$ cat src/pressure_temperature_compensation_core_macros.svh
// ---------------------------------------------------------------------------
// pressure/temperature compensation core: assertion macros
// shorthand for clocked checks that are disabled while reset is held
// ---------------------------------------------------------------------------
`ifndef PRESSURE_TEMPERATURE_COMPENSATION_CORE_MACROS_SVH
`define PRESSURE_TEMPERATURE_COMPENSATION_CORE_MACROS_SVH

// antecedent implies consequent in the same cycle
`define PTC_ASSERT_IMP(label, clk, rst_n, ante, cons, msg) \
    label: assert property (@(posedge clk) disable iff (!rst_n) (ante) |-> (cons)) \
        else $error(msg);

// antecedent implies consequent in the next cycle
`define PTC_ASSERT_NEXT(label, clk, rst_n, ante, cons, msg) \
    label: assert property (@(posedge clk) disable iff (!rst_n) (ante) |=> (cons)) \
        else $error(msg);

`endif

$ cat src/ptc_pkg.sv
// ---------------------------------------------------------------------------
// ptc_pkg
// shared widths, register indexes and stage bundles of the compensation core
// ---------------------------------------------------------------------------
`default_nettype none

package ptc_pkg;

    localparam int RAW_W   = 24;  // raw conversion words
    localparam int CAL_W   = 16;  // calibration words
    localparam int IDX_W   = 3;   // configuration register index
    localparam int OUT_W   = 32;  // result fields
    localparam int DT_W    = 25;  // dT, signed
    localparam int TEMP_W  = 20;  // first-order temperature deviation, signed
    localparam int PROD1_W = 42;  // dT times a calibration word
    localparam int DT2_W   = 48;  // dT squared
    localparam int TI_W    = 17;  // temperature correction
    localparam int SQ_W    = 35;  // squared temperature deviation
    localparam int CORR_W  = 39;  // offset / sensitivity correction
    localparam int SENS_W  = 40;  // sens and off, signed
    localparam int PROD_W  = 64;  // d1 times sens
    localparam int T_SHIFT = 23;
    localparam int P_SHIFT = 21;
    localparam int TQ_W    = PROD_W - P_SHIFT;
    localparam int P_W     = 45;
    localparam int PIPE_LAT = 11; // request edge to result accept edge

    localparam logic signed [TEMP_W-1:0] TEMP_REF  = TEMP_W'(2000);
    localparam logic signed [TEMP_W-1:0] VLOW_MAG  = TEMP_W'(1500);

    typedef enum logic [IDX_W-1:0] {
        REG_C1,
        REG_C2,
        REG_C3,
        REG_C4,
        REG_C5,
        REG_C6,
        REG_MODEL
    } t_cfg_reg;

    typedef struct packed {
        logic [CAL_W-1:0] c1;
        logic [CAL_W-1:0] c2;
        logic [CAL_W-1:0] c3;
        logic [CAL_W-1:0] c4;
        logic [CAL_W-1:0] c5;
        logic [CAL_W-1:0] c6;
        logic             wide;   // 30-bar model
    } t_cal;

    // first-order results
    typedef struct packed {
        logic                     valid;
        logic [RAW_W-1:0]         d1;
        logic signed [TEMP_W-1:0] q;       // TEMP - 2000
        logic signed [TEMP_W-1:0] u;       // TEMP + 1500
        logic [TI_W-1:0]          ti_lo2;
        logic [TI_W-1:0]          ti_lo30;
        logic [TI_W-1:0]          ti_hi;
        logic signed [SENS_W-1:0] sens1;
        logic signed [SENS_W-1:0] off1;
    } t_fo;

    // second-order corrected values
    typedef struct packed {
        logic                     valid;
        logic [RAW_W-1:0]         d1;
        logic signed [TEMP_W-1:0] temp;
        logic signed [SENS_W-1:0] sens2;
        logic signed [SENS_W-1:0] off2;
    } t_so;

endpackage

`default_nettype wire

$ cat src/ptc_cfg_regs.sv
// ---------------------------------------------------------------------------
// ptc_cfg_regs
// calibration word and model bit registers behind the write channel
// ---------------------------------------------------------------------------
`default_nettype none

module ptc_cfg_regs import ptc_pkg::*; (
    input  logic             i_clk,
    input  logic             i_rst_n,
    input  logic             i_cfg_valid,
    output logic             o_cfg_ready,
    input  logic [IDX_W-1:0] i_cfg_index,
    input  logic [CAL_W-1:0] i_cfg_data,
    output t_cal             o_cal
);

    t_cal r_cal;
    t_cal n_cal;

    assign o_cfg_ready = 1'b1;
    assign o_cal       = r_cal;

    always_comb begin
        n_cal = r_cal;
        if (i_cfg_valid) begin
            case (t_cfg_reg'(i_cfg_index))
                REG_C1:    n_cal.c1   = i_cfg_data;
                REG_C2:    n_cal.c2   = i_cfg_data;
                REG_C3:    n_cal.c3   = i_cfg_data;
                REG_C4:    n_cal.c4   = i_cfg_data;
                REG_C5:    n_cal.c5   = i_cfg_data;
                REG_C6:    n_cal.c6   = i_cfg_data;
                REG_MODEL: n_cal.wide = i_cfg_data[0];
                default:   n_cal      = r_cal;
            endcase
        end
    end

    always_ff @(posedge i_clk) begin
        if (!i_rst_n) begin
            r_cal <= '0;
        end else begin
            r_cal <= n_cal;
        end
    end

endmodule

`default_nettype wire

$ cat config.mk
export PLATFORM = sky130hd
export DESIGN_NAME = ptc_cfg_regs
export DESIGN_NICKNAME = d
export VERILOG_FILES = /design/src/pressure_temperature_compensation_core_macros.svh /design/src/ptc_pkg.sv /design/src/ptc_cfg_regs.sv
export SDC_FILE = /design/constraint.sdc
export NUM_CORES = 1
export LEC_CHECK = 0
export ABC_AREA = 1
export ABC_CLOCK_PERIOD_IN_PS = 1800
export BUFFER_PORTS_ARGS = -buffer_cell sky130_fd_sc_hd__buf_4
export CORE_AREA = 2 2 104 106
export DETAILED_ROUTE_END_ITERATION = 12
export DIE_AREA = 0 0 106 108
export PLACE_DENSITY = 0.64
export RECOVER_POWER = 25
export SYNTH_ARGS = -nofsm -noshare
export SYNTH_HDL_FRONTEND = slang
export SYNTH_SLANG_ARGS = --single-unit
$ cat constraint.sdc
create_clock -name i_clk -period 1.8 [get_ports i_clk]
set_clock_uncertainty 0.1 [all_clocks]
set_input_delay 0.09 -clock i_clk [delete_from_list [all_inputs] [get_ports i_clk]]
set_output_delay 0.09 -clock i_clk [all_outputs]
set_load 0.01 [all_outputs]
==> Word level (Yosys, flattened, before mapping) <==
Index checks and enable logic that the tools add are counted.
{ "classes": {"reduce_logical": 8, "n_eq_ne": 6} }
{ "ops": {"columns": ["op", "n"], "rows": [
  ["2-bit AND reduction", 7],
  ["3-bit == test, second input constant", 3],
  ["3-bit by 2-bit == test with 1-bit output, second input constant", 2],
  ["3-bit by 1-bit == test with 1-bit output, second input constant", 1],
  ["3-bit zero test", 1]
]} }
{ "totals": {"reg_bits": 97, "input_bits": 22} }

==> Longest topological paths before layout <==
Gate-level depths: netlist of the first run.
{ "logic_depth": {"depth_word": 2, "depth_mapped": 6, "depth_no_buf": 5} }

==> Least setup slack after synthesis of the first run <==
Ideal clock, no wire load.
{ "synth_timing": {"path_type": "input to register", "start": "input i_rst_n", "end": "register r_cal (netlist bit o_cal[71])", "setup_ns": 0.064, "setup_slack_ns": 0.826, "arrival_ns": 0.810, "n_path_buf": 3, "path_stages": 5, "cell_sequence": "buf_2 -> buf_2 -> buf_1 -> nand2_1 -> nor2_1"} }
{ "synth_lines": {"columns": ["element", "line", "source"], "rows": [
  ["from (decl)", "ptc_cfg_regs.sv:9", "input logic i_rst_n,"],
  ["to (signal assigned)", "ptc_cfg_regs.sv:43", "r_cal <= n_cal;"],
  ["to (decl)", "ptc_cfg_regs.sv:17", "t_cal r_cal;"]
]} }

==> Final worst setup path of the first run <==
{ "layout_timing": {"start": "register r_cal (netlist bit o_cal[33])", "end": "output o_cal[33] (netlist name)"} }
{ "layout_lines": {"columns": ["element", "line", "source"], "rows": [
  ["to (decl)", "ptc_cfg_regs.sv:14", "output t_cal o_cal"]
]} }
No word-level cell between the ends.

==> results of run 1 <==
## power breakdown
| group | internal (mW) | total, mW | switching (mW) |
|---|---|---|---|
| clock | 0.707 | 1.43 | 0.719 |
| sequential | 2.22 | 2.27 | 0.0476 |
| combinational | 0.220 | 0.560 | 0.340 |
## layer usage
layer / vias up / wire length, um / share of wire
li1: 1925 / - / -
met3: 17 / 671 / 0.059
met4: 0 / 227 / 0.020
met1: 1732 / 5071 / 0.45
met5: - / 0 / 0
met2: 121 / 5322 / 0.47
## kinds of logic after synthesis
family | after synthesis
DFF | 97
other | 1
buffers and inverters | 57
AOI/OAI and AO/OA | 1
and+or+nand+nor | 403
## per-stage QoR
stage	total power, mW	hold WS [ns]	instance area (sq um)	std cells	utilization
finish	4.254	0.04952	5044	797	0.4930
global route	4.442	0.06354	5044	797	0.4930
CTS	4.279	0.04189	5050	797	0.4936
detailed placement	2.882	0.3760	4856	783	0.4746
global placement	2.871	0.3685	4856	783	0.4746
floorplan	2.645	0.2168	3936	559	-
## path summary, 6_finish.rpt
kind	startpoint	to	slack [ns]	depth (start not counted)
max	o_cal[33]$_SDFFE_PN0P_	o_cal[33]	0.70	1
min	i_rst_n	o_cal[91]$_SDFFE_PN0P_	0.05	3
max reg2reg	o_cal[3]$_SDFFE_PN0P_	o_cal[3]$_SDFFE_PN0P_	1.08	2
min reg2reg	o_cal[11]$_SDFFE_PN0P_	o_cal[11]$_SDFFE_PN0P_	0.39	2
## area by class of cell
type                    count  area [sq um]
repair buffers            123         944.7
clock buffers              12         155.1
flip-flops and latches     97          1942
inverters                  22         82.58
fillers                  1059          5187
multi-input cells         405          1710
clock inverters             2         38.79
well taps                 136         170.2
## synthesized netlist by cell type
cell type	number	area, sq um
nor2_1	194	728.2
buf_1	5	18.77
inv_1	18	67.56
dfxtp_1	97	1942
buf_2	17	85.08
clkbuf_1	2	7.510
nand3_1	97	485.5
conb_1	1	3.750
buf_6	2	22.52
inv_2	4	15.01
nor2_2	1	6.260
nand2_1	101	379.1
a21oi_1	1	5.000
buf_4	9	67.56
nor2_4	8	90.09
nand2_2	2	12.51
## placed cells by master (no fill, tap or decap), types with 4 or more instances in the layout
cell and instances:
nor2_1 194, buf_4 120, nand2_1 101, nand3_1 97, dfxtp_1 97, inv_1 18, clkbuf_8 11, nor2_4 8
inv_2 4
==> metrics.csv, run 1 <==
stage,metric,value,unit
run_status,status,finished clean,
grt,GRT Overall Usage,0.1988,
clocking,clock sink count,97,
placed_design,Final HPWL DP,7943,um
sta,"Slew Viols, Final",0,
layout,share of cells above drive strength 1,0.2269,
grt,vias in the first global route,3505,
synth,post-synthesis adder-cell area fraction,0,
synth,Mapped Cells,559,
critical_path,Worst EP arrival,0.91,ns
synth,mapped cell area,0.003936,sq mm
drt,via count of the routed design,3795,
drt,drc violations,0,
critical_path,max incr delay on CP,0.40,ns
grt,met2 Use GR,0.3281,
pwr,power per cell area,843.4,mW/mm^2
sta,RSZ-0062 raised after global routing,no,
sta,final hold violation count,0,
layout,Area Growth Syn to Fin,28.13,%
critical_path,Critical Path Start Type,flop,
clocking,clock buffer depth,2,
clocking,CTS tree,built,
die,FP Rows,37,
pwr,peak supply drop,323.2,uV
synth,synth warn,0,
clocking,Num CTS Buffers,9,
drt,post-DR wirelength/cell,14.17,um
drt,final antenna-violating net count,0,
critical_path,CP Max Fanout,2,
critical_path,worst path cell trace,buf_4,
synth,register area share after synthesis,0.4933,
sta,Final setup viols,0,
grt,wire length of the first global-routing pass,17670,um
clocking,Post-CTS Repair Setup Buffers,0,
sta,FMAX,911.6,MHz
critical_path,CP top delay family,flip-flops,
layout,ant diodes,0,
critical_path,Worst Path Required,1.61,ns
clocking,hold buffers post-CTS,0,
synth,largest family of logic cells by synthesized area,simple AND/OR/NAND/NOR gates,
critical_path,sum of buffers and inverters on the critical path,1,
clocking,Resize count post-CTS,0,
critical_path,Worst Setup Path Type,reg2out,
grt,pin count of the biggest net entering global routing,65,
clocking,worst skew pair latency,0.36,ns
synth,compound-gate portion of the synthesized area,0.001271,
die,IO Pins,120,
placed_design,PortBufs,118,
die,area of the core,0.01023,sq mm
grt,met3 Use GR,0.03436,
sta,Final min period,1.097,ns
synth,Synthesized Nets,581,
sta,period utilisation layout,0.6094,
sta,Least-Margin Pin Slew,0.5312,ns
placed_design,"worst slack, placed",0.5609,ns
drt,wire length after detailed routing,11290,um
clocking,H-tree depth,3,
grt,grt total ovfl,0,
sta,final setup margin,0.7031,ns
grt,initial antenna violation count,0,
drt,vias per cell,4.762,
synth,Synth cell types,16,
synth,post-synthesis simple-gate area fraction,0.4323,
synth,mux cell area share after synthesis,0,
synth,Synth Area in XOR/XNOR,0,
clocking,clk slew on worst S/H paths,0.09,ns
pwr,leak pwr,2.350,nW
min_path,Worst Hold Class,in2reg,
drt,First-pass DRT Iterations,5,
die,die area,0.01145,sq mm
layout,max reg flops,97,
layout,nets@finish,680,
flow_run,Max-Cap Viols,0,
drt,drt first-iter violations,223,
die,Die Height,108,um
sta,Worst slew margin,0.6453,
synth,#FFs+latches synth,97,
die,Initial Util,0.3847,
die,DIE WIDTH,106,um
clocking,Root Buffer Master,clkbuf_8,
grt,"Most Used Layer, Global Route",met2,
synth,synthesized area per cell,7.042,sq um
critical_path,Worst path slowest cell,dfxtp_1,
critical_path,CP Capture Type,primary output,
placed_design,GPL Wtd Cong,0.7904,
sta,TNS Setup,0,ns
grt,met1 Use GR,0.2571,
No activity file was read; power rests on OpenSTA's default activity.
==> run 2: changes to the inputs <==
--- a/config.mk
+++ b/config.mk
@@ -6,7 +6,7 @@
 export NUM_CORES = 1
 export LEC_CHECK = 0
 export ABC_AREA = 1
-export ABC_CLOCK_PERIOD_IN_PS = 1800
+export ABC_CLOCK_PERIOD_IN_PS = 1100
 export BUFFER_PORTS_ARGS = -buffer_cell sky130_fd_sc_hd__buf_4
 export CORE_AREA = 2 2 104 106
 export DETAILED_ROUTE_END_ITERATION = 12
==> constraint.sdc (replaced) <==
create_clock -name i_clk -period 1.1 [get_ports i_clk]
set_clock_uncertainty 0.1 [all_clocks]
set_input_delay 0.055 -clock i_clk [delete_from_list [all_inputs] [get_ports i_clk]]
set_output_delay 0.055 -clock i_clk [all_outputs]
set_load 0.01 [all_outputs]
==> metrics.csv, run 2 (synthesis gave the netlist of run 1 again) <==
stage,metric,value,unit
layout,Area Growth Syn to Fin,35.63,%
critical_path,sum of buffers and inverters on the critical path,1,
layout,ant diodes,0,
critical_path,Worst path slowest cell,dfxtp_1,
pwr,Seq pwr share,0.520,
clocking,Root Buffer Master,clkbuf_8,
sta,"Slew Viols, Final",0,
sta,period utilisation layout,0.9489,
sta,final hold violation count,0,
sta,Final setup viols,0,
sta,Final min period,1.044,ns
flow_run,Max-Cap Viols,0,
critical_path,Worst Setup Path Type,reg2out,
pwr,Sw Ratio,0.2694,
clocking,Post-CTS Repair Setup Buffers,0,
grt,GRT Overall Usage,0.2009,
layout,most frequent cells in the layout,"193 x nor2_1, 117 x buf_4, 101 x nand2_1",
sta,Min Hold Slack,0.02787,ns
run_status,status,finished clean,
drt,wire length after detailed routing,11310,um
clocking,CTS tree,built,
die,Die Height,108,um
grt,vias in the first global route,3581,
placed_design,PortBufs,118,
drt,post-DR wirelength/cell,13.80,um
grt,pin count of the biggest net entering global routing,34,
sta,TNS Setup,0,ns
layout,"leading cell type in the layout, fill and taps excluded",nor2_1,
pwr,Clock power frac,0.336,
drt,drc violations,0,
critical_path,CP Capture Type,primary output,
placed_design,Final HPWL DP,7991,um
clocking,Num CTS Buffers,9,
pwr,leak pwr,2.462,nW
drt,drt first-iter violations,163,
critical_path,R2R depth,2,
critical_path,cell count along the critical path,1,
grt,initial antenna violation count,0,
drt,vias per cell,4.689,
sta,RSZ-0062 raised after global routing,no,
die,die area,0.01145,sq mm
critical_path,max incr delay on CP,0.38,ns
critical_path,Worst EP arrival,0.89,ns
grt,grt total ovfl,0,
layout,share of cells above drive strength 1,0.2387,
layout,max reg flops,97,
die,IO Pins,120,
pwr,power per cell area,1334,mW/mm^2
layout,nets@finish,700,
pwr,combinational power share,0.143,
pwr,NetSw,1.919,mW
drt,final antenna-violating net count,0,
critical_path,CP top delay family,flip-flops,
drt,First-pass DRT Iterations,4,
placed_design,GPL Wtd Cong,0.7652,
clocking,worst skew pair latency,0.36,ns
clocking,clock sink count,97,
pwr,Pint,5.204,mW
layout,fillcell total,1045,
critical_path,Worst Path Required,0.94,ns
sta,FMAX,958.1,MHz
pwr,peak supply drop,510.4,uV
die,Initial Util,0.3847,
clocking,clk slew on worst S/H paths,0.09,ns
clocking,clock buffer depth,2,
min_path,Worst Hold Depth,5,
die,area of the core,0.01023,sq mm
critical_path,Critical Path Start Type,flop,
die,DIE WIDTH,106,um
critical_path,worst path cell trace,buf_4,
drt,via count of the routed design,3840,
critical_path,CP Max Fanout,2,
die,FP Rows,37,
grt,wire length of the first global-routing pass,17880,um
min_path,Worst Hold Class,in2reg,
clocking,H-tree depth,3,
run 2: layer usage:
layer / global-route usage / vias to the layer above / wire [um]
met4: 0.08271 / 0 / 191
met1: 0.2579 / 1752 / 5068
met2: 0.3350 / 98 / 5522
met3: 0.03677 / 14 / 523
met5: 0 / - / 0
li1: - / 1976 / -
run 2: timing repair:
action                    in CTS  in global routing
resized for setup              0                  0
hold buffers                   1                  0
hold endpoints to repair      12                  0
run 2: power groups by stage:
stage / combinational (mW) / sequential, mW / clock (mW)
floorplan: 0.497 / 3.83 / 0
global placement: 1.02 / 3.79 / 0
detailed placement: 1.03 / 3.79 / 0
CTS: 1.04 / 3.71 / 2.43
global route: 1.13 / 3.72 / 2.59
finish: 1.02 / 3.71 / 2.40
run 2: area by class of cell:
cell class	count	area, sq um	share of cell area
inverter	22	82.58	0.01547
tap	136	170.2	0.03187
clock buffer	11	141.4	0.02648
timing repair buffer	143	1226	0.2297
clock inverter	5	63.81	0.01195
multi-input combinational	405	1713	0.3208
sequential	97	1942	0.3637
run 2: metrics by stage:
step | utilization | setup slack (ns) | instance area (sq um) | cells | power, mW
2_1_floorplan | - | 0.1606 | 3936 | 559 | 4.328
3_3_place_gp | 0.5045 | 0.05869 | 5161 | 802 | 4.802
3_5_place_dp | 0.5045 | 0.03680 | 5161 | 802 | 4.819
4_1_cts | 0.5255 | 0.04757 | 5376 | 819 | 7.176
5_1_grt | 0.5218 | 0.001612 | 5339 | 819 | 7.433
6_report | 0.5218 | 0.05624 | 5339 | 819 | 7.123
run 2: path summary, 6_finish.rpt:
kind                                             start                      to  slack (ns)
worst max-delay path             o_cal[6]$_SDFFE_PN0P_                o_cal[6]        0.06
worst min-delay path                    i_cfg_data[15]  o_cal[32]$_SDFFE_PN0P_        0.03
worst max register to register  o_cal[59]$_SDFFE_PN0P_  o_cal[59]$_SDFFE_PN0P_        0.40
worst min register to register  o_cal[76]$_SDFFE_PN0P_  o_cal[76]$_SDFFE_PN0P_        0.39
