<file path="src/pressure_temperature_compensation_core_macros.svh">
// ---------------------------------------------------------------------------
// pressure/temperature compensation core: assertion macros
// shorthand for clocked checks that are disabled while reset is held
// ---------------------------------------------------------------------------
`ifndef PRESSURE_TEMPERATURE_COMPENSATION_CORE_MACROS_SVH
`define PRESSURE_TEMPERATURE_COMPENSATION_CORE_MACROS_SVH

// antecedent implies consequent in the same cycle
`define PTC_ASSERT_IMP(label, clk, rst_n, ante, cons, msg) \
    label: assert property (@(posedge clk) disable iff (!rst_n) (ante) |-> (cons)) \
        else $error(msg);

// antecedent implies consequent in the next cycle
`define PTC_ASSERT_NEXT(label, clk, rst_n, ante, cons, msg) \
    label: assert property (@(posedge clk) disable iff (!rst_n) (ante) |=> (cons)) \
        else $error(msg);

`endif

</file>
<file path="src/ptc_pkg.sv">
// ---------------------------------------------------------------------------
// ptc_pkg
// shared widths, register indexes and stage bundles of the compensation core
// ---------------------------------------------------------------------------
`default_nettype none

package ptc_pkg;

    localparam int RAW_W   = 24;  // raw conversion words
    localparam int CAL_W   = 16;  // calibration words
    localparam int IDX_W   = 3;   // configuration register index
    localparam int OUT_W   = 32;  // result fields
    localparam int DT_W    = 25;  // dT, signed
    localparam int TEMP_W  = 20;  // first-order temperature deviation, signed
    localparam int PROD1_W = 42;  // dT times a calibration word
    localparam int DT2_W   = 48;  // dT squared
    localparam int TI_W    = 17;  // temperature correction
    localparam int SQ_W    = 35;  // squared temperature deviation
    localparam int CORR_W  = 39;  // offset / sensitivity correction
    localparam int SENS_W  = 40;  // sens and off, signed
    localparam int PROD_W  = 64;  // d1 times sens
    localparam int T_SHIFT = 23;
    localparam int P_SHIFT = 21;
    localparam int TQ_W    = PROD_W - P_SHIFT;
    localparam int P_W     = 45;
    localparam int PIPE_LAT = 11; // request edge to result accept edge

    localparam logic signed [TEMP_W-1:0] TEMP_REF  = TEMP_W'(2000);
    localparam logic signed [TEMP_W-1:0] VLOW_MAG  = TEMP_W'(1500);

    typedef enum logic [IDX_W-1:0] {
        REG_C1,
        REG_C2,
        REG_C3,
        REG_C4,
        REG_C5,
        REG_C6,
        REG_MODEL
    } t_cfg_reg;

    typedef struct packed {
        logic [CAL_W-1:0] c1;
        logic [CAL_W-1:0] c2;
        logic [CAL_W-1:0] c3;
        logic [CAL_W-1:0] c4;
        logic [CAL_W-1:0] c5;
        logic [CAL_W-1:0] c6;
        logic             wide;   // 30-bar model
    } t_cal;

    // first-order results
    typedef struct packed {
        logic                     valid;
        logic [RAW_W-1:0]         d1;
        logic signed [TEMP_W-1:0] q;       // TEMP - 2000
        logic signed [TEMP_W-1:0] u;       // TEMP + 1500
        logic [TI_W-1:0]          ti_lo2;
        logic [TI_W-1:0]          ti_lo30;
        logic [TI_W-1:0]          ti_hi;
        logic signed [SENS_W-1:0] sens1;
        logic signed [SENS_W-1:0] off1;
    } t_fo;

    // second-order corrected values
    typedef struct packed {
        logic                     valid;
        logic [RAW_W-1:0]         d1;
        logic signed [TEMP_W-1:0] temp;
        logic signed [SENS_W-1:0] sens2;
        logic signed [SENS_W-1:0] off2;
    } t_so;

endpackage

`default_nettype wire

</file>
<file path="src/ptc_pressure_out.sv">
// ---------------------------------------------------------------------------
// ptc_pressure_out
// D1 * SENS2 in two partial products, scaling, offset and result register
// (stages 6 to 10)
// ---------------------------------------------------------------------------
`default_nettype none

`include "pressure_temperature_compensation_core_macros.svh"

module ptc_pressure_out import ptc_pkg::*; (
    input  logic                    i_clk,
    input  logic                    i_rst_n,
    input  t_cal                    i_cal,
    input  t_so                     i_so,
    output logic                    o_result_valid,
    output logic signed [OUT_W-1:0] o_temperature_centi,
    output logic signed [OUT_W-1:0] o_pressure_value
);

    localparam int HALF       = SENS_W / 2;
    localparam int PL_W       = RAW_W + HALF;
    localparam int PH_W       = RAW_W + HALF + 1;
    localparam int P_SH_2BAR  = 15;
    localparam int P_SH_30BAR = 13;
    localparam logic signed [PROD_W-1:0] P_BIAS =
        {{(PROD_W-P_SHIFT){1'b0}}, {P_SHIFT{1'b1}}};

    logic                      r_s6_valid;
    logic                      r_s7_valid;
    logic                      r_s8_valid;
    logic                      r_s9_valid;
    logic                      r_s10_valid;

    logic signed [TEMP_W-1:0]  r_s6_temp;
    logic signed [TEMP_W-1:0]  r_s7_temp;
    logic signed [TEMP_W-1:0]  r_s8_temp;
    logic signed [TEMP_W-1:0]  r_s9_temp;
    logic signed [SENS_W-1:0]  r_s6_off2;
    logic signed [SENS_W-1:0]  r_s7_off2;
    logic signed [SENS_W-1:0]  r_s8_off2;

    logic [PL_W-1:0]           r_s6_pp_lo;
    logic signed [PH_W-1:0]    r_s6_pp_hi;
    logic [PL_W-1:0]           n_s6_pp_lo;
    logic signed [PH_W-1:0]    n_s6_pp_hi;

    logic signed [PROD_W-1:0]  r_s7_prod;
    logic signed [PROD_W-1:0]  n_s7_prod;

    logic signed [TQ_W-1:0]    r_s8_tq;
    logic signed [PROD_W-1:0]  n_s8_sum;

    logic signed [P_W-1:0]     r_s9_p;

    logic signed [OUT_W-1:0]   r_s10_temp;
    logic signed [OUT_W-1:0]   r_s10_p;

    assign n_s6_pp_lo = i_so.d1 * i_so.sens2[HALF-1:0];
    assign n_s6_pp_hi = $signed({1'b0, i_so.d1}) * $signed(i_so.sens2[SENS_W-1:HALF]);

    assign n_s7_prod = ($signed(PROD_W'(r_s6_pp_hi)) <<< HALF)
                     + $signed(PROD_W'(r_s6_pp_lo));

    // divide by 2^21 rounding toward zero
    assign n_s8_sum = r_s7_prod + (r_s7_prod[PROD_W-1] ? P_BIAS : '0);

    always_ff @(posedge i_clk) begin
        if (!i_rst_n) begin
            r_s6_valid  <= 1'b0;
            r_s7_valid  <= 1'b0;
            r_s8_valid  <= 1'b0;
            r_s9_valid  <= 1'b0;
            r_s10_valid <= 1'b0;
        end else begin
            r_s6_valid  <= i_so.valid;
            r_s7_valid  <= r_s6_valid;
            r_s8_valid  <= r_s7_valid;
            r_s9_valid  <= r_s8_valid;
            r_s10_valid <= r_s9_valid;
        end
    end

    always_ff @(posedge i_clk) begin
        r_s6_temp  <= i_so.temp;
        r_s6_off2  <= i_so.off2;
        r_s6_pp_lo <= n_s6_pp_lo;
        r_s6_pp_hi <= n_s6_pp_hi;

        r_s7_temp  <= r_s6_temp;
        r_s7_off2  <= r_s6_off2;
        r_s7_prod  <= n_s7_prod;

        r_s8_temp  <= r_s7_temp;
        r_s8_off2  <= r_s7_off2;
        r_s8_tq    <= TQ_W'(n_s8_sum >>> P_SHIFT);

        r_s9_temp  <= r_s8_temp;
        r_s9_p     <= $signed(P_W'(r_s8_tq)) - $signed(P_W'(r_s8_off2));

        r_s10_temp <= OUT_W'(r_s9_temp);
        r_s10_p    <= i_cal.wide ? OUT_W'(r_s9_p >>> P_SH_30BAR)
                                 : OUT_W'(r_s9_p >>> P_SH_2BAR);
    end

    assign o_result_valid      = r_s10_valid;
    assign o_temperature_centi = r_s10_temp;
    assign o_pressure_value    = r_s10_p;

    `PTC_ASSERT_NEXT(a_neg_prod_trunc, i_clk, i_rst_n, r_s7_valid && r_s7_prod[PROD_W-1],
        r_s8_tq[TQ_W-1] || r_s8_tq == '0, "negative product scaled above zero")
    `PTC_ASSERT_NEXT(a_pos_prod_trunc, i_clk, i_rst_n, r_s7_valid && !r_s7_prod[PROD_W-1],
        !r_s8_tq[TQ_W-1], "non-negative product scaled below zero")

endmodule

`default_nettype wire

</file>
<file path="config.mk">
export PLATFORM = sky130hd
export DESIGN_NAME = ptc_pressure_out
export DESIGN_NICKNAME = d
export VERILOG_FILES = /design/src/ptc_pkg.sv /design/src/ptc_pressure_out.sv
export VERILOG_INCLUDE_DIRS = /design/src /design/src/src
export SDC_FILE = /design/constraint.sdc
export NUM_CORES = 2
export LEC_CHECK = 0
export BUFFER_PORTS_ARGS = -buffer_cell sky130_fd_sc_hd__buf_2
export CAP_MARGIN = 5
export CORE_MARGIN = 3
export CORE_UTILIZATION = 55
export CTS_BUF_LIST = sky130_fd_sc_hd__clkbuf_8
export DETAILED_ROUTE_END_ITERATION = 10
export GPL_TIMING_DRIVEN = 0
export PLACE_DENSITY = 0.73
export SLEW_MARGIN = 20
export SYNTH_ARGS = -nofsm -noshare
export SYNTH_HDL_FRONTEND = slang
export SYNTH_SLANG_ARGS = --single-unit
export TNS_END_PERCENT = 100
</file>
<file path="constraint.sdc">
create_clock -name i_clk -period 6.4 [get_ports i_clk]
set_clock_uncertainty 0.2 [all_clocks]
set_input_delay 0.64 -clock i_clk [delete_from_list [all_inputs] [get_ports i_clk]]
set_output_delay 0.64 -clock i_clk [all_outputs]
set_load 0.01 [all_outputs]
</file>
# Word-level counts from Yosys, hierarchy flattened
# Cells that the tools add are included.
# word_totals
input_bits	224
register_bits	495
output_inout_bits	65
wordCells	26
# classes
muxes	2
n_mul	2
addsub	3
# ops
operator	count
64-bit by 21-bit adder with 64-bit output	1
64-bit by 45-bit adder with 64-bit output	1
24-bit by 20-bit multiplier with 44-bit output	1
25-bit by 20-bit multiplier with 44-bit output	1
43-bit by 40-bit subtractor with 44-bit output	1
30-bit 2-to-1 mux	1
21-bit 2-to-1 mux	1

# Longest topological paths before layout
# logic_depth
depth_word	2
mapped_depth	26
depth_no_buf	25

# Worst setup path after synthesis
# Ideal clock, no wire load.
# synth_timing
kind	input -> register
start	in i_so[110] (netlist bit)
end	reg r_s6_pp_lo[42]
path_slack_ns	-0.584
required_ns	6.097
stages	25
t_arrival_ns	6.681
path_buffers	1
setup_time_ns	0.103
cell_sequence	clkbuf_1 > and2_1 > fa_1 > fa_1 > inv_1 > fa_1 > inv_1 > fa_1 > inv_1 > fa_1 > inv_1 > fa_1 > inv_1 > fa_1 > inv_1 > ha_1 > nand3_1 > nor4_2 > a21oi_1 > a31o_1 > a211oi_2 > o21ai_2 > a31oi_4 > mux2i_1 > a2111oi_2
# synth_between
elab_chain_len	1
# synth_rtl
element	line	rtl
start, declared	ptc_pressure_out.sv:14	input t_so i_so,
24-bit by 20-bit multiplier with 44-bit output	ptc_pressure_out.sv:58	assign n_s6_pp_lo = i_so.d1 * i_so.sens2[HALF-1:0];
net n_s6_pp_lo[42]	ptc_pressure_out.sv:44	logic [PL_W-1:0] n_s6_pp_lo;
end signal, assigned	ptc_pressure_out.sv:86	r_s6_pp_lo <= n_s6_pp_lo;
end, declared	ptc_pressure_out.sv:42	logic [PL_W-1:0] r_s6_pp_lo;
# The timed path passes the listed nets, and every way through them passes these cells.
# A chain may end at the register's enable or synchronous reset.

# Worst setup path after layout
# layout_timing
start	in i_so[112] (netlist bit)
end	reg r_s6_pp_lo[41]
# The elaborated chain is that of the path after synthesis.

==> impl_summary.txt <==
----------------------------------------------------
[Synthesis]
  Post-synthesis instance area ... 46800 um^2
  Synth warn ... 0
  Most numerous cell types in the synthesized netlist ... sky130_fd_sc_hd__inv_1 (951), sky130_fd_sc_hd__fa_1 (786), sky130_fd_sc_hd__nand2_1 (560), sky130_fd_sc_hd__and2_1 (494), sky130_fd_sc_hd__dfxtp_1 (482)
  Fraction of synthesized cell area taken by the top area cell type ... 0.3362
  Avg Cell Area, Syn ... between 9 and 10 um^2
  Net count after synthesis ... 6291
  Seq cells post-synth ... ~480
  Post-synthesis instance total ... 4866
  Cell types with the largest area share after synthesis ... sky130_fd_sc_hd__fa_1 (34%), sky130_fd_sc_hd__dfxtp_1 (21%), sky130_fd_sc_hd__ha_1 (11%)
  Cell type contributing the most total cell area after synthesis ... sky130_fd_sc_hd__fa_1
  Dominant cell by count in the synthesized netlist ... sky130_fd_sc_hd__inv_1
  Number of enable-type register cells in the synthesized netlist ... 0
  Distinct cells, synth ... slightly below 80
  Most used flip-flop cell after synthesis ... sky130_fd_sc_hd__dfxtp_1
  Share of async-settable or async-resettable flops after synthesis ... 0
  Share of the yosys chip area belonging to registers ... 0.2062

[Timing]
  Actual slew at the worst max-slew pin ... 1.080 ns
  Worst-case hold slack ... 0.08534 ns
  Share of the cycle needed by the critical path after routing ... 1.078
  Count of endpoints failing setup in the final report ... 35
  Time the final worst path needs with I/O delays and setup ... roughly 7 ns
  Number of slew-limit violations in the final report ... 0
  Post-layout worst setup margin ... -0.4969 ns
  Worst rel slew slack ... 0.2787
  Final Hold Vio Count ... 0
  Highest attainable clock frequency ... 145.0 MHz
  RSZ-0062 raised after global routing ... true

[Layout]
  Fin nets ... around 6700
  Fill count ... 6374
  Non-filler cells in the finished layout ... 6492
  Fraction of layout cells with a size suffix above 1 ... 0.1698
  Post-synthesis to final-layout area growth ... 18.69%
  Final core area utilization ... 0.6616

[Flow run]
  Max capacitance violation total ... 0

[Outcome]
  Violations in the final reports ... setup timing
  Outcome ... finished, violations left

[Routing]
  Total Routed Length ... 139300 um
  Number of DRC violations after detailed routing ... 0
  Number of search-and-repair iterations in the first detailed-routing pass ... 6
  Via-to-Cell Ratio ... ~5.4
  Via Count ... 35191
  Post-DR wirelength/cell ... 21.45 um
  Drt first-iter violations ... between 2000 and 3000
  Remaining antenna violation count after routing ... 0

[Critical path]
  Arrival time at the worst endpoint ... 7.16 ns
  Critical Path Max Stage Delay ... 0.56 ns
  Cell breakdown of the critical path ... buf_4 -> and2_4 -> fa_2 -> fa_1 -> inv_1 -> fa_1 -> inv_2 -> fa_1 -> fa_1 -> fa_1 -> inv_2 -> fa_1 -> inv_2 -> ha_4 -> nand2_4 -> nor4_2 -> o211ai_1 -> a311oi_4 -> nor2_4 -> o31a_1 -> o21bai_1 -> a21oi_2 -> xnor2_2
  Worst setup path class ... in2reg
  Cell class contributing the biggest share of worst-path delay ... adder cells
  Critical-path maximum fanout ... 10
  Endpoint class of the critical path ... flip-flop
  Cell mode on critical path ... sky130_fd_sc_hd__fa_1
  Count of buffering cells on the critical path with inverters included ... 5
  Critical path required time ... 6.66 ns
  Highest-delay cell along the critical path ... sky130_fd_sc_hd__fa_1
  Worst setup SP type ... primary input

[Floorplan]
  Effective utilization at floorplan ... 0.5574
  Width of the chip ... just under 300 um
  Area enclosed by the die boundary ... 88620 um^2
  Row count ... 106
  Std-Cell Core Area ... 83950 um^2
  DIE HEIGHT ... 297.7 um
  Number of I/O pins ... 289

[GRT]
  Initial antenna violation count ... 23
  Global-route wire length before repair ... around 210000 um
  Vias in the first global route ... 37443
  Gr usage total ... 0.3170
  Maximum number of pins on one net before global-route repair ... 23
  Total congestion overflow ... 0

[Clock network]
  CTS tree ... built
  Post-CTS clock slew at the launch and capture registers of the worst setup and hold paths ... about 0.07 ns
  Clock Tree Root ... sky130_fd_sc_hd__clkbuf_8
  Latest clock arrival within the worst-skew pair ... about 0.6 ns
  CTS buffer count ... 66
  CTS H-tree lvls ... 3
  Clock buffer depth ... 3
  Clock Sink Count ... 482

[Placed design]
  Total instance count after detailed placement ... 6168
  Number of I/O port buffers ... 168
  Routability Congestion ... 1.012
  Post-DP HPWL ... 107400 um
  Pre-CTS setup slack ... -1.987 ns

[Min path]
  Min-delay worst type ... in2reg

----------------------------------------------------
-- what timing repair did --
item	in CTS	in global routing
endpoints found under the setup margin	53	45
pin swaps	112	148
gates resized for setup	525	238
hold buffers	60	0
endpoints found under the hold margin	60	0
cloned	5	2
buffers inserted	84	46
-- routing by layer --
metal  global-route usage  part of all wire  routed length [um]  up-vias
li1                     -                 -                   -    15705
met1               0.4053              0.39               53640    17261
met2               0.4950              0.44               61540     1776
met3              0.08409              0.11               15580      437
met4               0.1687             0.060                8404       12
met5                    0           0.00070                  97        -
-- stage by stage --
stage	TNS [ns]	cell area [um^2]
final	-9.163	55540
after global routing	-12.57	55510
after CTS	-4.939	54410
after detailed placement	-71.47	49520
after global placement	-71.58	49520
after floorplan	-2.868	47260
-- worst reg2reg max path: cells and delay by family (launching register included) --
kind	cells	cell delay, ns
compound gates	6	1.43
flops	1	1.02
fa+ha+maj	1	0.44
simple gates	2	0.26
buf+inv	1	0.22
xor+xnor	1	0.13
-- flip-flops by register name, summed over array words and instances (netlist names) --
register / cells
o_temperature_centi: 20
r_s7_prod: 64
o_result_valid: 1
r_s6_valid: 1
o_pressure_value: 31
r_s8_valid: 1
r_s6_temp: 20
r_s8_tq: 43
r_s9_valid: 1
r_s6_pp_lo: 44
r_s8_off2: 40
r_s7_off2: 40
r_s8_temp: 20
r_s9_p: 31
r_s6_pp_hi: 44
r_s7_valid: 1
r_s7_temp: 20
r_s9_temp: 20
r_s6_off2: 40
-- area by class of cell --
cell class | count | area, um^2 | share of cell area
timing repair buffer | 362 | 2889 | 0.05202
antenna | 16 | 40.04 | 0.0007209
clock buffer | 82 | 1129 | 0.02032
multi-input combinational | 3221 | 34440 | 0.6201
tap | 1134 | 1419 | 0.02555
inverter | 951 | 3570 | 0.06427
clock inverter | 34 | 339.1 | 0.006105
buffer | 210 | 2068 | 0.03724
sequential | 482 | 9649 | 0.1737
-- final timing paths --
path                                     from              to  slack (ns)  cells after the start
worst max-delay path                i_so[112]  r_s6_pp_lo[41]       -0.50                     23
worst min register to register  r_s7_off2[25]   r_s8_off2[25]        0.11                      0
worst min-delay path                i_so[124]      r_s6_valid        0.09                      2
worst max register to register  r_s7_prod[63]     r_s8_tq[31]        2.62                     11
-- cells by family (layout without fill, tap and decap cells) --
| kind of cell | after synthesis | count (layout) | synth area share |
|---|---|---|---|
| mux | 30 | 30 | 0.007165 |
| simple gates | 1345 | 1345 | 0.1438 |
| buf+inv | 1163 | 1639 | 0.09435 |
| other cells | 0 | 16 | 0 |
| compound gates | 452 | 452 | 0.06516 |
| fa+ha+maj | 1201 | 1201 | 0.4472 |
| xor+xnor | 193 | 193 | 0.03612 |
| flops | 482 | 482 | 0.2062 |
-- placed cells by master, fill, tap and decap left out, types with 45 or more instances in the layout --
master	instances
sky130_fd_sc_hd__buf_2	147
sky130_fd_sc_hd__a21oi_1	112
sky130_fd_sc_hd__xnor2_1	112
sky130_fd_sc_hd__nor2_1	86
sky130_fd_sc_hd__buf_4	128
sky130_fd_sc_hd__clkbuf_4	50
sky130_fd_sc_hd__ha_1	385
sky130_fd_sc_hd__dlygate4sd3_1	60
sky130_fd_sc_hd__inv_1	936
sky130_fd_sc_hd__clkbuf_8	110
sky130_fd_sc_hd__nand3_1	54
sky130_fd_sc_hd__o21ai_0	45
sky130_fd_sc_hd__nand2_1	547
sky130_fd_sc_hd__a21o_1	74
sky130_fd_sc_hd__and2_1	459
sky130_fd_sc_hd__fa_1	754
sky130_fd_sc_hd__dfxtp_1	482
sky130_fd_sc_hd__xor2_1	48
Power is not shown: default switching activity piles up to over one toggle a cycle in this logic, so the estimate is an artifact.
