## src/pressure_temperature_compensation_core_macros.svh

```systemverilog
// ---------------------------------------------------------------------------
// pressure/temperature compensation core: assertion macros
// shorthand for clocked checks that are disabled while reset is held
// ---------------------------------------------------------------------------
`ifndef PRESSURE_TEMPERATURE_COMPENSATION_CORE_MACROS_SVH
`define PRESSURE_TEMPERATURE_COMPENSATION_CORE_MACROS_SVH

// antecedent implies consequent in the same cycle
`define PTC_ASSERT_IMP(label, clk, rst_n, ante, cons, msg) \
    label: assert property (@(posedge clk) disable iff (!rst_n) (ante) |-> (cons)) \
        else $error(msg);

// antecedent implies consequent in the next cycle
`define PTC_ASSERT_NEXT(label, clk, rst_n, ante, cons, msg) \
    label: assert property (@(posedge clk) disable iff (!rst_n) (ante) |=> (cons)) \
        else $error(msg);

`endif

```

## src/ptc_pkg.sv

```systemverilog
// ---------------------------------------------------------------------------
// ptc_pkg
// shared widths, register indexes and stage bundles of the compensation core
// ---------------------------------------------------------------------------
`default_nettype none

package ptc_pkg;

    localparam int RAW_W   = 24;  // raw conversion words
    localparam int CAL_W   = 16;  // calibration words
    localparam int IDX_W   = 3;   // configuration register index
    localparam int OUT_W   = 32;  // result fields
    localparam int DT_W    = 25;  // dT, signed
    localparam int TEMP_W  = 20;  // first-order temperature deviation, signed
    localparam int PROD1_W = 42;  // dT times a calibration word
    localparam int DT2_W   = 48;  // dT squared
    localparam int TI_W    = 17;  // temperature correction
    localparam int SQ_W    = 35;  // squared temperature deviation
    localparam int CORR_W  = 39;  // offset / sensitivity correction
    localparam int SENS_W  = 40;  // sens and off, signed
    localparam int PROD_W  = 64;  // d1 times sens
    localparam int T_SHIFT = 23;
    localparam int P_SHIFT = 21;
    localparam int TQ_W    = PROD_W - P_SHIFT;
    localparam int P_W     = 45;
    localparam int PIPE_LAT = 11; // request edge to result accept edge

    localparam logic signed [TEMP_W-1:0] TEMP_REF  = TEMP_W'(2000);
    localparam logic signed [TEMP_W-1:0] VLOW_MAG  = TEMP_W'(1500);

    typedef enum logic [IDX_W-1:0] {
        REG_C1,
        REG_C2,
        REG_C3,
        REG_C4,
        REG_C5,
        REG_C6,
        REG_MODEL
    } t_cfg_reg;

    typedef struct packed {
        logic [CAL_W-1:0] c1;
        logic [CAL_W-1:0] c2;
        logic [CAL_W-1:0] c3;
        logic [CAL_W-1:0] c4;
        logic [CAL_W-1:0] c5;
        logic [CAL_W-1:0] c6;
        logic             wide;   // 30-bar model
    } t_cal;

    // first-order results
    typedef struct packed {
        logic                     valid;
        logic [RAW_W-1:0]         d1;
        logic signed [TEMP_W-1:0] q;       // TEMP - 2000
        logic signed [TEMP_W-1:0] u;       // TEMP + 1500
        logic [TI_W-1:0]          ti_lo2;
        logic [TI_W-1:0]          ti_lo30;
        logic [TI_W-1:0]          ti_hi;
        logic signed [SENS_W-1:0] sens1;
        logic signed [SENS_W-1:0] off1;
    } t_fo;

    // second-order corrected values
    typedef struct packed {
        logic                     valid;
        logic [RAW_W-1:0]         d1;
        logic signed [TEMP_W-1:0] temp;
        logic signed [SENS_W-1:0] sens2;
        logic signed [SENS_W-1:0] off2;
    } t_so;

endpackage

`default_nettype wire

```

## src/ptc_second_order.sv

```systemverilog
// ---------------------------------------------------------------------------
// ptc_second_order
// low, very-low and high temperature corrections (stages 3 to 5)
// ---------------------------------------------------------------------------
`default_nettype none

`include "pressure_temperature_compensation_core_macros.svh"

module ptc_second_order import ptc_pkg::*; (
    input  logic i_clk,
    input  logic i_rst_n,
    input  t_cal i_cal,
    input  t_fo  i_fo,
    output t_so  o_so
);

    localparam int MUL_W = CORR_W + 2;

    // stage 3
    logic                      r_s3_valid;
    logic [RAW_W-1:0]          r_s3_d1;
    logic signed [TEMP_W-1:0]  r_s3_temp;
    logic signed [SENS_W-1:0]  r_s3_sens1;
    logic signed [SENS_W-1:0]  r_s3_off1;
    logic [SQ_W-1:0]           r_s3_tdev2;
    logic [SQ_W-1:0]           r_s3_u2;
    logic                      r_s3_low;
    logic                      r_s3_vlow;
    logic                      r_s3_wide;
    logic signed [2*TEMP_W-1:0] n_s3_sq_q;
    logic signed [2*TEMP_W-1:0] n_s3_sq_u;
    logic                      n_s3_low;
    logic [TI_W-1:0]           n_s3_ti;

    // stage 4
    logic                      r_s4_valid;
    logic [RAW_W-1:0]          r_s4_d1;
    logic signed [TEMP_W-1:0]  r_s4_temp;
    logic signed [SENS_W-1:0]  r_s4_sens1;
    logic signed [SENS_W-1:0]  r_s4_off1;
    logic [CORR_W-1:0]         r_s4_offi;
    logic [CORR_W-1:0]         r_s4_sensi;
    logic                      r_s4_low;
    logic                      r_s4_wide;
    logic [MUL_W-1:0]          n_s4_t2;
    logic [MUL_W-1:0]          n_s4_u2;
    logic [CORR_W-1:0]         n_s4_offi;
    logic [CORR_W-1:0]         n_s4_sensi;

    // stage 5
    logic                      r_s5_valid;
    logic [RAW_W-1:0]          r_s5_d1;
    logic signed [TEMP_W-1:0]  r_s5_temp;
    logic signed [SENS_W-1:0]  r_s5_sens2;
    logic signed [SENS_W-1:0]  r_s5_off2;

    assign n_s3_sq_q = i_fo.q * i_fo.q;
    assign n_s3_sq_u = i_fo.u * i_fo.u;
    assign n_s3_low  = i_fo.q[TEMP_W-1];

    always_comb begin
        if (n_s3_low) begin
            n_s3_ti = i_cal.wide ? i_fo.ti_lo30 : i_fo.ti_lo2;
        end else begin
            n_s3_ti = i_cal.wide ? i_fo.ti_hi : '0;
        end
    end

    assign n_s4_t2 = MUL_W'(r_s3_tdev2);
    assign n_s4_u2 = MUL_W'(r_s3_u2);

    always_comb begin
        n_s4_offi  = '0;
        n_s4_sensi = '0;
        if (r_s3_low && !r_s3_wide) begin
            n_s4_offi  = CORR_W'((n_s4_t2 * MUL_W'(31)) >> 3);
            n_s4_sensi = CORR_W'((n_s4_t2 * MUL_W'(63)) >> 5);
        end else if (r_s3_low) begin
            n_s4_offi  = CORR_W'((n_s4_t2 * MUL_W'(3)) >> 1);
            n_s4_sensi = CORR_W'((n_s4_t2 * MUL_W'(5)) >> 3);
            // below -15 degrees the 30-bar part adds a further term
            if (r_s3_vlow) begin
                n_s4_offi  = n_s4_offi + CORR_W'(n_s4_u2 * MUL_W'(7));
                n_s4_sensi = n_s4_sensi + CORR_W'(n_s4_u2 << 2);
            end
        end else if (r_s3_wide) begin
            n_s4_offi  = CORR_W'(n_s4_t2 >> 4);
        end
    end

    always_ff @(posedge i_clk) begin
        if (!i_rst_n) begin
            r_s3_valid <= 1'b0;
            r_s4_valid <= 1'b0;
            r_s5_valid <= 1'b0;
        end else begin
            r_s3_valid <= i_fo.valid;
            r_s4_valid <= r_s3_valid;
            r_s5_valid <= r_s4_valid;
        end
    end

    always_ff @(posedge i_clk) begin
        r_s3_d1    <= i_fo.d1;
        r_s3_temp  <= TEMP_REF + i_fo.q - $signed({1'b0, n_s3_ti});
        r_s3_sens1 <= i_fo.sens1;
        r_s3_off1  <= i_fo.off1;
        r_s3_tdev2 <= n_s3_sq_q[SQ_W-1:0];
        r_s3_u2    <= n_s3_sq_u[SQ_W-1:0];
        r_s3_low   <= n_s3_low;
        r_s3_vlow  <= i_fo.u[TEMP_W-1];
        r_s3_wide  <= i_cal.wide;

        r_s4_d1    <= r_s3_d1;
        r_s4_temp  <= r_s3_temp;
        r_s4_sens1 <= r_s3_sens1;
        r_s4_off1  <= r_s3_off1;
        r_s4_offi  <= n_s4_offi;
        r_s4_sensi <= n_s4_sensi;
        r_s4_low   <= r_s3_low;
        r_s4_wide  <= r_s3_wide;

        r_s5_d1    <= r_s4_d1;
        r_s5_temp  <= r_s4_temp;
        r_s5_sens2 <= r_s4_sens1 - $signed({1'b0, r_s4_sensi});
        r_s5_off2  <= r_s4_off1 - $signed({1'b0, r_s4_offi});
    end

    assign o_so.valid = r_s5_valid;
    assign o_so.d1    = r_s5_d1;
    assign o_so.temp  = r_s5_temp;
    assign o_so.sens2 = r_s5_sens2;
    assign o_so.off2  = r_s5_off2;

    `PTC_ASSERT_IMP(a_vlow_in_low, i_clk, i_rst_n, r_s3_valid && r_s3_vlow, r_s3_low,
        "very-low band outside the low band")
    `PTC_ASSERT_IMP(a_low_temp_below_ref, i_clk, i_rst_n, r_s3_valid && r_s3_low,
        r_s3_temp < TEMP_REF, "low band temperature not below reference")
    `PTC_ASSERT_IMP(a_2bar_high_no_corr, i_clk, i_rst_n,
        r_s4_valid && !r_s4_low && !r_s4_wide,
        r_s4_offi == '0 && r_s4_sensi == '0, "2-bar high band got a correction")

endmodule

`default_nettype wire

```

## config.mk

```make
export PLATFORM = sky130hd
export DESIGN_NAME = ptc_second_order
export DESIGN_NICKNAME = d
export VERILOG_FILES = /design/src/ptc_pkg.sv /design/src/ptc_second_order.sv
export VERILOG_INCLUDE_DIRS = /design/src /design/src/src
export SDC_FILE = /design/constraint.sdc
export NUM_CORES = 2
export LEC_CHECK = 0
export BUFFER_PORTS_ARGS = -buffer_cell sky130_fd_sc_hd__buf_2
export CORE_ASPECT_RATIO = 1.5
export CORE_MARGIN = 5
export CORE_UTILIZATION = 40
export CTS_CLUSTER_SIZE = 8
export DETAILED_ROUTE_END_ITERATION = 12
export GPL_ROUTABILITY_DRIVEN = 1
export SYNTH_ARGS = -nofsm -noshare
export SYNTH_HDL_FRONTEND = slang
export SYNTH_SLANG_ARGS = --single-unit
```

## constraint.sdc

```tcl
create_clock -name i_clk -period 8.4 [get_ports i_clk]
set_input_delay 0.42 -clock i_clk [delete_from_list [all_inputs] [get_ports i_clk]]
set_output_delay 0.42 -clock i_clk [all_outputs]
set_load 0.01 [all_outputs]
```

* Word-level counts from Yosys, hierarchy flattened
Cells that the tools add are included.
** Storage, ports and cells
- Flip-flop bits (word level) :: 526
- Input port bits :: 295
- Output and inout bits :: 125
- Logic and storage cells :: 54
** Operators by class
- $add $sub $neg :: 6
- Multiply operators :: 7
- Multiplexer cells :: 10
- Bitwise operators :: 2
- Reductions and logical operators :: 4
** Operators with widths (number)
- $sub 40x40->40 :: 2
- $mux 39 :: 2
- $mul 35x3->38 const B :: 2
- $mux 38 :: 2
- $mux 36 :: 2
- $mul 20x20->35 :: 2
- $mux 17 :: 3
- $mul 35x6->41 const B :: 1
- $mul 35x5->40 const B :: 1
- $add 36x38->39 :: 1
- $add 35x37->38 :: 1
- $mul 35x2->37 const B :: 1
- $mux 31 :: 1
- $add 12x20->20 const A :: 1
- $sub 20x18->20 :: 1
- $reduce_or 3->1 :: 1
- $not 1->1 :: 2
- $reduce_or 2->1 :: 1
- $logic_and 1x1->1 :: 1
- $logic_not 1->1 :: 1

* Logic depth before layout (Yosys ltp)
- Word-level depth :: 5
- Gate-level depth with buffers :: 28
- Mapped depth without buffers :: 28

* Worst setup path before layout
OpenSTA, ideal clock, no wires.
- Path kind :: input-to-reg
- Start :: input i_fo[146] (netlist bit)
- End :: register r_s3_u2[32]
- Library setup time :: 0.118 ns
- Data arrival time :: 6.826 ns
- Data required time :: 8.282 ns
- Slack :: 1.456 ns
- Stages on the path :: 26
- Path through :: clkbuf_1 clkbuf_1 nand2_1 fa_1 inv_1 fa_1 inv_1 fa_1 inv_1 fa_1 fa_1 fa_1 inv_1 fa_1 inv_1 ha_1 and3_1 nand3_1 a2111oi_0 o21ai_1 a31oi_1 nor4_1 o311ai_1 a21o_1 a21oi_1 xnor2_1
** Between the ends
- Word-level cells in the longest chain between the ends :: 1
** RTL lines
- start, declared :: line ptc_second_order.sv:13 : input t_fo i_fo,
- $mul 20x20->35 :: line ptc_second_order.sv:58 : assign n_s3_sq_u = i_fo.u * i_fo.u;
- net n_s3_sq_u[32] :: line ptc_second_order.sv:31 : logic signed [2*TEMP_W-1:0] n_s3_sq_u;
- end signal, assigned :: line ptc_second_order.sv:109 : r_s3_u2 <= n_s3_sq_u[SQ_W-1:0];
- end, declared :: line ptc_second_order.sv:26 : logic [SQ_W-1:0] r_s3_u2;
The timed path passes the listed nets, and every way through them passes these cells.
A chain may end at the register's enable or synchronous reset.

* Worst setup path in the final report
- Start :: input i_fo[136] (netlist bit)
- End :: register r_s3_u2[32]
The elaborated chain is that of the path after synthesis.

==> key figures <==
Critical path
  • Setup slack on the worst flop-to-flop path: 1590 ps
  • Category of the most critical setup path: input port to flop
  • Capture point of the worst reg-to-reg path: r_s4_offi[36]$_DFF_P_
  • Source of the worst register-to-register timing path: r_s3_tdev2[7]$_DFF_P_
  • Setup crit end: r_s3_u2[32]$_DFF_P_
  • Required time of the worst setup path: 8930 ps
  • Worst setup startpoint: i_fo[136]
  • Critical Path Fanout Max: 18
  • Arr. time, crit path: 7740 ps
  • Setup crit start kind: input port
  • CP endpoint kind: flop
  • R2R depth: 20

Synth
  • Share of synthesized area occupied by flip-flops and latches: 18.4%
  • Cell area after synthesis: 57100 sq um
  • Fraction of registers with async set or reset after synthesis: 0%
  • Post-synth EDFFs: 0
  • Synth Flop Type: dfxtp_1
  • Cells after Synth: 5940
  • Yosys reg bits: 523
  • Number of distinct standard cells referenced by the synthesized netlist: 94
  • Cell taking the most area after synthesis: fa_1
  • Total number of yosys warnings: 0
  • Synthesized netlist net count: 7715
  • Area share of the largest cell type after synthesis: 31.9%
  • Post-synthesis average cell area: 9.60 sq um
  • Biggest area contributors in the synthesized netlist: fa_1 32%, dfxtp_1 18%, ha_1 13%

Global route
  • Largest net degree at the start of global routing: 65
  • GRT overflow: 0
  • Antenna violations before repair: 7
  • Via count of the first global-routing pass: 47000
  • Total GRT Usage: 20.5%
  • Wire length of the first global-routing pass: 245000 microns

Timing
  • Portion of the clock cycle consumed by the worst path in the final layout: 85.9%
  • Total negative setup slack: 0 ps
  • Relative max-transition margin: 32.2%
  • Setup repair after global routing missed its margin: no
  • Final min period: 7210 ps
  • Hold Violations, Final: 0
  • Peak Freq: 139 MHz
  • Final Slew Violations: 0
  • Final Setup Violations: 0
  • Worst-case clock skew: 49.1 ps
  • Actual transition at the worst max-transition pin: 1020 ps
  • Worst-case hold slack: 60.1 ps

Floorplanning
  • Area of the die: 150000 sq um
  • I/O Pins: 420
  • Die Span X: 318 microns
  • Die span in y: 473 microns
  • Area of the placeable core: 142000 sq um
  • Standard-cell rows: 169
  • Effective utilization at floorplan: 40.3%

Clock network
  • Clock Path Buffers: 3
  • Clk slew on worst S/H paths: 40 ps
  • Gates resized, CTS repair: 0
  • Number of clock sinks: 523
  • TritonCTS clock tree: done
  • Library cell used as clock root buffer: clkbuf_16
  • Total number of H-tree levels: 3
  • Clock insertion delay at the later pin of the skew report: 680 ps
  • TritonCTS Buffers: 76

Finish
  • Ratio of cells with drive above 1 in the final layout: 8.29%
  • Total number of nets in the final design: 8155
  • Commonest cells after routing, fill and taps aside: 1164 x inv_1, 909 x fa_1, 571 x ha_1, 521 x dfxtp_1, 363 x nand2_1
  • Most common cell after layout, fill and taps aside: inv_1
  • Area growth from synthesis to layout: 12.4%

Hold path
  • Worst min-delay path category: input port to flop

Run
  • Number of maximum-capacitance constraint violations: 0

Place
  • DP HPWL: 128000 microns
  • Final weighted congestion in routability-driven placement: 0.916
  • Port buffer count: 323

Routing
  • Iteration count of the initial detailed-routing pass: 5
  • Per-cell via count in the routed design: 5.12
  • Post-route antenna net violation count: 0
  • Average wire length per cell after detail routing: 18.7 microns
  • DRT Wirelength: 154000 microns
  • Post-route DRC: 0
  • Total via count after detailed routing: 42400
  • DR iter-0 viols: 1707

Outcome
  • Outcome: finished, final reports clean
## synthesized netlist by cell type (all sizes together) (8+ instances only)
master   count
and3        24
xor2       105
a22oi       18
xnor2      256
nor2       248
fa         909
nand2b      44
or2         12
o21ai      193
a21o       170
ha         571
a21boi      12
a211oi      34
o21bai      68
o31ai       23
a221oi      19
inv       1164
o22ai       15
a2111oi     12
nand3       61
o221ai       8
and4        10
o211ai      29
a22o        15
mux2i       24
o21a        32
a211o        8
or3         21
nand2      363
and2       150
buf         13
o31a        11
clkinv      10
a21oi      331
nor3        69
nor2b       65
nor4         9
a31oi       39
mux2        21
dfxtp      523
clkbuf     106
nand4       24
or4          9
a31o        13
## per-layer routing
layer  share of wire (%)  GRT usage, %  vias to the layer above
met5               0.031             0                        -
met4                 5.3          9.50                        8
met3                 3.6          2.53                      352
met2                  55          40.5                      990
met1                  36          21.4                    21000
li1                    -             -                    20000
## final cells by class
| class | instances | area [sq um] |
|---|---|---|
| Fill cell | 13600 | 77500 |
| Multi-Input combinational cell | 4124 | 41700 |
| Sequential cell | 523 | 10500 |
| Inverter | 1174 | 4410 |
| Timing Repair Buffer | 481 | 3070 |
| Tap cell | 1881 | 2350 |
| Clock buffer | 80 | 1940 |
| Clock inverter | 8 | 188 |
| Antenna cell | 2 | 5.00 |
## worst max-delay path, cell delays in order
cell and delay (ps):
buf_2 340, inv_1 270, nor2_1 280, fa_1 500, fa_1 550, inv_1 60, fa_1 500, inv_1 60
fa_1 450, fa_1 440, fa_1 510, inv_1 50, fa_1 490, inv_1 40, ha_1 390, and3_1 200
nand3_1 180, a2111oi_0 290, o21ai_1 230, a31oi_1 380, nor4_1 140, o311ai_1 550, a21o_1 190, a21oi_1 70
xnor2_1 140
## metrics by stage
stage / cells / util [%] / worst slack (ps) / cell area (sq um)
global placement: 8076 / 43.0 / 567 / 60900
global route: 8272 / 45.3 / 659 / 64100
CTS: 8271 / 45.3 / 1130 / 64100
detailed placement: 8076 / 43.0 / 414 / 60900
finish: 8273 / 45.3 / 1190 / 64100
floorplan: 5940 / - / 1460 / 57100
## logic make-up (layout without fill, tap and decap cells)
| kind of cell | after synthesis | in the layout | share of synthesized area [%] |
|---|---|---|---|
| AO/OA/AOI/OAI | 1109 | 1109 | 12.7 |
| XOR/XNOR | 361 | 361 | 5.56 |
| adder cells (fa/ha/maj) | 1480 | 1480 | 44.4 |
| buffers and inverters | 1293 | 1743 | 8.55 |
| flip-flops | 523 | 523 | 18.4 |
| multiplexers | 45 | 45 | 0.836 |
| other | 2 | 4 | 0.0132 |
| AND/OR/NAND/NOR | 1127 | 1127 | 9.54 |
## sequential cells by signal, indices dropped and copies added (netlist names), 38 cells and up
name / count
r_s3_off1: 40
r_s5_sens2: 40
r_s4_off1: 40
r_s4_offi: 39
r_s5_off2: 40
r_s3_sens1: 40
r_s4_sensi: 38
r_s4_sens1: 40
## worst min path at each step
stage                            from                endpoint  slack (ps)  cells past startpoint
2_1_floorplan      r_s3_d1[0]$_DFF_P_      r_s4_d1[0]$_DFF_P_         310                      0
3_3_place_gp      r_s4_d1[17]$_DFF_P_     r_s5_d1[17]$_DFF_P_         310                      0
3_5_place_dp   r_s3_sens1[17]$_DFF_P_  r_s4_sens1[17]$_DFF_P_         310                      0
4_1_cts                     i_fo[150]       r_s3_vlow$_DFF_P_           1                      1
5_1_grt                     i_fo[150]       r_s3_vlow$_DFF_P_          30                      1
6_report                    i_fo[150]       r_s3_vlow$_DFF_P_          60                      1
## repair_timing
item                                   in CTS  in global routing
endpoints found under the hold margin     107                  0
hold buffers                              107                  0
setup buffers                               0                  0
Power is not shown: default switching activity piles up to over one toggle a cycle in this logic, so the estimate is an artifact.
